[config.mk]
export PLATFORM = sky130hd
export DESIGN_NAME = sbf_ring
export DESIGN_NICKNAME = d
export VERILOG_FILES = /design/src/rtl/selectable_bandpass_filter_assert.svh /design/src/rtl/sbf_pkg.sv /design/src/rtl/sbf_cell.sv /design/src/rtl/sbf_ring.sv
export SDC_FILE = /design/constraint.sdc
export NUM_CORES = 2
export LEC_CHECK = 0
export BUFFER_PORTS_ARGS = -buffer_cell sky130_fd_sc_hd__buf_4
export CORE_UTILIZATION = 60
export DETAILED_ROUTE_END_ITERATION = 10
export GPL_ROUTABILITY_DRIVEN = 0
export PLACE_DENSITY = 0.79
export SETUP_SLACK_MARGIN = 0.4
export SLEW_MARGIN = 20
export SYNTH_ARGS = -nofsm -noshare
export SYNTH_HDL_FRONTEND = slang
export SYNTH_SLANG_ARGS = --single-unit
[constraint.sdc]
create_clock -name clk -period 2.6 [get_ports clk]
set_clock_uncertainty 0.15 [all_clocks]
set_input_delay 0.26 -clock clk [delete_from_list [all_inputs] [get_ports clk]]
set_output_delay 0.26 -clock clk [all_outputs]
set_load 0.05 [all_outputs]
[src/rtl/selectable_bandpass_filter_assert.svh]
// Assertion macros for the selectable band-pass filter.
// Included by the top level; no other dependencies.
`ifndef SELECTABLE_BANDPASS_FILTER_ASSERT_SVH
`define SELECTABLE_BANDPASS_FILTER_ASSERT_SVH
`ifndef SYNTH
`define SBF_ASSERT_IMPL(label, clk, rst_n, prop, msg) \
  label: assert property (@(posedge clk) disable iff (!rst_n) prop) else $error(msg);
`define SBF_ASSERT_NEVER(label, clk, rst_n, cond, msg) \
  label: assert property (@(posedge clk) disable iff (!rst_n) !(cond)) else $error(msg);
`else
`define SBF_ASSERT_IMPL(label, clk, rst_n, prop, msg)
`define SBF_ASSERT_NEVER(label, clk, rst_n, cond, msg)
`endif
`endif

[src/rtl/sbf_pkg.sv]
// Package for the selectable band-pass filter: mode codes, widths and coefficient tables.
// No dependencies.
`default_nettype none
package sbf_pkg;
  localparam int FIR_TAPS_DEF    = 64;
  localparam int IIR_ORDER_DEF   = 4;
  localparam int SAMPLE_BITS_DEF = 16;
  localparam int OUT_BITS        = 19;
  localparam int HIST_BITS       = 48;
  localparam int COEF_BITS       = 16;
  localparam int ACC_BITS        = 64;

  localparam logic [1:0] MODE_BYPASS = 2'd0;
  localparam logic [1:0] MODE_IIR    = 2'd1;
  localparam logic [1:0] MODE_FIR    = 2'd2;

  typedef struct packed {
    logic shift;
    logic clear;
  } cell_ctl_t;

  function automatic logic signed [COEF_BITS-1:0] fir_coef(input logic [5:0] idx);
    logic signed [COEF_BITS-1:0] c;
    unique case (idx)
      6'd0: c = 16'sd4354;   6'd1: c = 16'sd3860;   6'd2: c = 16'sd2932;
      6'd3: c = 16'sd1679;   6'd4: c = 16'sd277;    6'd5: c = -16'sd1056;
      6'd6: c = -16'sd2106;  6'd7: c = -16'sd2700;  6'd8: c = -16'sd2742;
      6'd9: c = -16'sd2249;  6'd10: c = -16'sd1354; 6'd11: c = -16'sd296;
      6'd12: c = 16'sd612;   6'd13: c = 16'sd1039;  6'd14: c = 16'sd696;
      6'd15: c = -16'sd600;  6'd16: c = -16'sd2875; 6'd17: c = -16'sd5968;
      6'd18: c = -16'sd9529; 6'd19: c = -16'sd13051; 6'd20: c = -16'sd15939;
      6'd21: c = -16'sd17592; 6'd22: c = -16'sd17507; 6'd23: c = -16'sd15366;
      6'd24: c = -16'sd11115; 6'd25: c = -16'sd5000; 6'd26: c = 16'sd2440;
      6'd27: c = 16'sd10428; 6'd28: c = 16'sd18039; 6'd29: c = 16'sd24337;
      6'd30: c = 16'sd28511; 6'd31: c = 16'sd30054; 6'd32: c = 16'sd28511;
      6'd33: c = 16'sd24337; 6'd34: c = 16'sd18039; 6'd35: c = 16'sd10428;
      6'd36: c = 16'sd2440;  6'd37: c = -16'sd5000; 6'd38: c = -16'sd11115;
      6'd39: c = -16'sd15366; 6'd40: c = -16'sd17507; 6'd41: c = -16'sd17592;
      6'd42: c = -16'sd15939; 6'd43: c = -16'sd13051; 6'd44: c = -16'sd9529;
      6'd45: c = -16'sd5968; 6'd46: c = -16'sd2875; 6'd47: c = -16'sd600;
      6'd48: c = 16'sd696;   6'd49: c = 16'sd1039;  6'd50: c = 16'sd612;
      6'd51: c = -16'sd296;  6'd52: c = -16'sd1354; 6'd53: c = -16'sd2249;
      6'd54: c = -16'sd2742; 6'd55: c = -16'sd2700; 6'd56: c = -16'sd2106;
      6'd57: c = -16'sd1056; 6'd58: c = 16'sd277;   6'd59: c = 16'sd1679;
      6'd60: c = 16'sd2932;  6'd61: c = 16'sd3860;  6'd62: c = 16'sd4354;
      6'd63: c = 16'sd4383;
      default: c = '0;
    endcase
    return c;
  endfunction

  // IIR: step k in 0..8. Step 0 is b0*x0. The histories are read oldest first, so
  // odd steps take b4..b1 against x[3]..x[0] and even steps -a4..-a1 against y[3]..y[0].
  function automatic logic signed [COEF_BITS-1:0] iir_coef(input logic [3:0] k);
    logic signed [COEF_BITS-1:0] c;
    unique case (k)
      4'd0: c = 16'sd10231;
      4'd1: c = 16'sd10231;  4'd2: c = -16'sd2737;
      4'd3: c = 16'sd0;      4'd4: c = 16'sd11666;
      4'd5: c = -16'sd20462; 4'd6: c = -16'sd19145;
      4'd7: c = 16'sd0;      4'd8: c = 16'sd14300;
      default: c = '0;
    endcase
    return c;
  endfunction
endpackage
`default_nettype wire

[src/rtl/sbf_cell.sv]
// One delay cell of the sample chain: holds one value and hands it to its neighbor.
// Depends on sbf_pkg.
`default_nettype none
module sbf_cell import sbf_pkg::*; #(
  parameter int W = 16
) (
  input  wire logic         clk,
  input  wire logic         rst_n,
  input  wire cell_ctl_t    ctl,
  input  wire logic [W-1:0] d,
  output logic [W-1:0]      q
);
  logic [W-1:0] q_r;
  always_ff @(posedge clk) begin
    if (!rst_n) begin
      q_r <= '0;
    end else if (ctl.clear) begin
      q_r <= '0;
    end else if (ctl.shift) begin
      q_r <= d;
    end
  end
  assign q = q_r;
endmodule
`default_nettype wire

[src/rtl/sbf_ring.sv]
// A ring of delay cells. Shifting by one rotates the ring; a load step
// puts a new value in the head while the oldest drops out.
// Depends on sbf_pkg and sbf_cell.
`default_nettype none
module sbf_ring import sbf_pkg::*; #(
  parameter int W = 16,
  parameter int N = 64
) (
  input  wire logic         clk,
  input  wire logic         rst_n,
  input  wire cell_ctl_t    ctl,
  input  wire logic         load,
  input  wire logic [W-1:0] new_val,
  output logic [W-1:0]      tail
);
  logic [W-1:0] q [N];
  for (genvar i = 0; i < N; i++) begin : g_cell
    logic [W-1:0] d;
    if (i == 0) begin : g_head
      assign d = load ? new_val : q[N-1];
    end else begin : g_body
      assign d = q[i-1];
    end
    sbf_cell #(.W(W)) u_cell (.clk(clk), .rst_n(rst_n), .ctl(ctl), .d(d), .q(q[i]));
  end
  assign tail = q[N-1];
endmodule
`default_nettype wire
==> impl_metrics.toml <==
[status]
run_status = "completed"

[layout]
fin_nets = 3332
post_route_cells_drive_above_1_share_pct = 7.583
final_cell_mix = "1024 x mux2i_1, 1024 x nor2_1, 1024 x dfxtp_1"
syn2layout_area_growth_pct = 10.22
largest_reg_flops = 1024
diodes = 0

[critical_path]
cp-start-kind = "input pin"
path_class = "in2reg"
worstPathRequired_ns = 2.92
rr_endpoint = "g_cell[0].u_cell.q[13]"
r2r_cells = 3
r2r_slack_ns = 1.06
cp.arrival_ns = 2.21
crit_path_end_kind = "register"
r2r-start = "g_cell[63].u_cell.q[13]"
worst-path-max-fanout = 100

[power_and_ir_drop]
pwr-share-comb_pct = 3.6
p_clk_share_pct = 47.0
power.internal_w = 0.02539
switching_power_w = 0.006399
pwr-share-seq_pct = 49.4
p_per_area_mw_per_mm2 = 783.4
total_power_w = 0.03179
ir_drop_v = 0.0004980
swShare_pct = 20.13
p_leak_nw = 17.12

[synthesis]
synthTopCellsByArea = "dfxtp_1 56%, mux2i_1 28%, nor2_1 10%"
post-synth-top-area-fraction_pct = 55.68
synth_nets = 3342
ys_types = 12
ys_ff_latch = 1024
avgSynthCellArea_um2 = 11.09
synthCells = 3321
syn_area_mm2 = 0.03682
yosysWarningCount = 0
synth-seq-area-share_pct = 55.68
synth.largest_area_cell = "dfxtp_1"

[detailed_routing]
routed_wl_um = 54750
final_antenna_net_count = 0
drc_errors = 0
drtPass1Iterations = 5
vias = 21280
via_per_inst = 5.103
wire_per_inst_um = 13.13
drt_iter0_drc = 990

[clock_tree]
cts_setup_buffers = 0
ctsRootBufferMaster = "clkbuf_16"
clk_latency_ns = 0.63
cts_num_sinks = 1024
cts_tree = "done"
clkSlewWorstSetupHoldPaths_ns = 0.06
max-clock-path-buffers = 3
cts_buffers = 97
h-tree-depth = 3

[floorplanning]
row_count = 90
die_w_um = 249.7
start_util_pct = 60.88
die_h_um = 249.7
core-area_mm2 = 0.06047
pin_count = 37
dieArea_mm2 = 0.06235

[timing]
maxSlewViolCount = 0
tightest_slew_ns = 0.8284
final.min_clock_period_ns = 1.888
tns_ns = 0
maxSlewHeadroom_pct = 44.78
hold_viol = 0
rsz0062_at_grt = "false"
holdWs_ns = 0.03249
setup_violations = 0
max_freq_ghz = 0.5296
finalCritPeriodShare_pct = 72.62

[grt]
grt_max_degree = 190
antenna_found_initial = 0
track_usage_pct = 17.49
first_global_vias = 20730
grt_pass1_wl_um = 95800
grt_overflow = 0

[worst_hold_path]
worstHoldStart = "load"
hold_depth = 3
min_to = "g_cell[0].u_cell.q[12]"
timing.hold.worst.class = "in2reg"

[place]
io_buffers = 36
place_hpwl_um = 31760

[flow_run]
cap_violations = 0
[worst max-delay path by stage]
stage / startpoint / endpoint / slack, ns / depth (start not counted)
global route: ctl[1] / g_cell[4].u_cell.q[11] / 0.63 / 5
finish: ctl[1] / g_cell[4].u_cell.q[11] / 0.71 / 5
floorplan: ctl[1] / g_cell[19].u_cell.q[0] / 1.23 / 6
detailed placement: ctl[1] / g_cell[28].u_cell.q[0] / 0.82 / 5
CTS: ctl[1] / g_cell[4].u_cell.q[11] / 0.77 / 5
global placement: ctl[1] / g_cell[25].u_cell.q[0] / 0.87 / 5
[final cells by class]
cell class,instances,area (um2)
clock buffer,135,2803
clock inverter,42,656.9
fill,4287,19890
multi-input combinational,2065,14230
sequential,1024,20500
tap,782,978.4
timing repair buffer,123,1411
[power by group through the flow]
stage               logic (W)  registers (W)  clock network, W
floorplan             0.00111         0.0161                 0
global placement      0.00110         0.0161                 0
detailed placement    0.00111         0.0161                 0
CTS                   0.00115         0.0157            0.0153
global route          0.00122         0.0157            0.0160
finish                0.00115         0.0157            0.0149
[what timing repair did]
| item | in CTS | in global routing |
|---|---|---|
| resized for setup | 0 | 0 |
| endpoints found under the hold margin | 47 | 0 |
| hold buffers | 27 | 0 |
[synthesized netlist by cell type]
cell	count
a211oi_1	16
buf_6	11
mux2i_1	1024
dfxtp_1	1024
clkbuf_1	59
buf_12	56
clkbuf_4	1
buf_2	56
nand2b_1	1
buf_4	42
nor2_1	1024
buf_1	7
[cell families after synthesis]
family	count (synthesis)	share of synthesized area (%)
buffers and inverters	232	5.693
muxes	1024	27.84
AOI/OAI and AO/OA	16	0.3263
DFF	1024	55.68
and+or+nand+nor	1025	10.46
[metal layers]
layer / vias up / track usage [%] / share of wire [%]
met4: 0 / 5.467 / 1.6
li1: 11030 / - / -
met3: 67 / 3.004 / 3.0
met2: 180 / 28.91 / 46
met1: 10010 / 23.31 / 49
met5: - / 0 / 0
[through the flow]
stage	utilization (%)	instance area, um2	setup slack (ns)	std cells
floorplan	-	36820	1.233	3321
global placement	60.93	36850	0.8693	3967
detailed placement	60.93	36850	0.8202	3967
CTS	67.10	40580	0.7690	4171
global route	67.10	40580	0.6298	4171
finish	67.10	40580	0.7118	4171
[worst max-delay path: stages]
cell and delay, ns:
dlygate4sd3_1 0.61, buf_16 0.33, buf_12 0.50, mux2i_1 0.32
nor2_1 0.07
No activity file was read; power rests on OpenSTA's default activity.
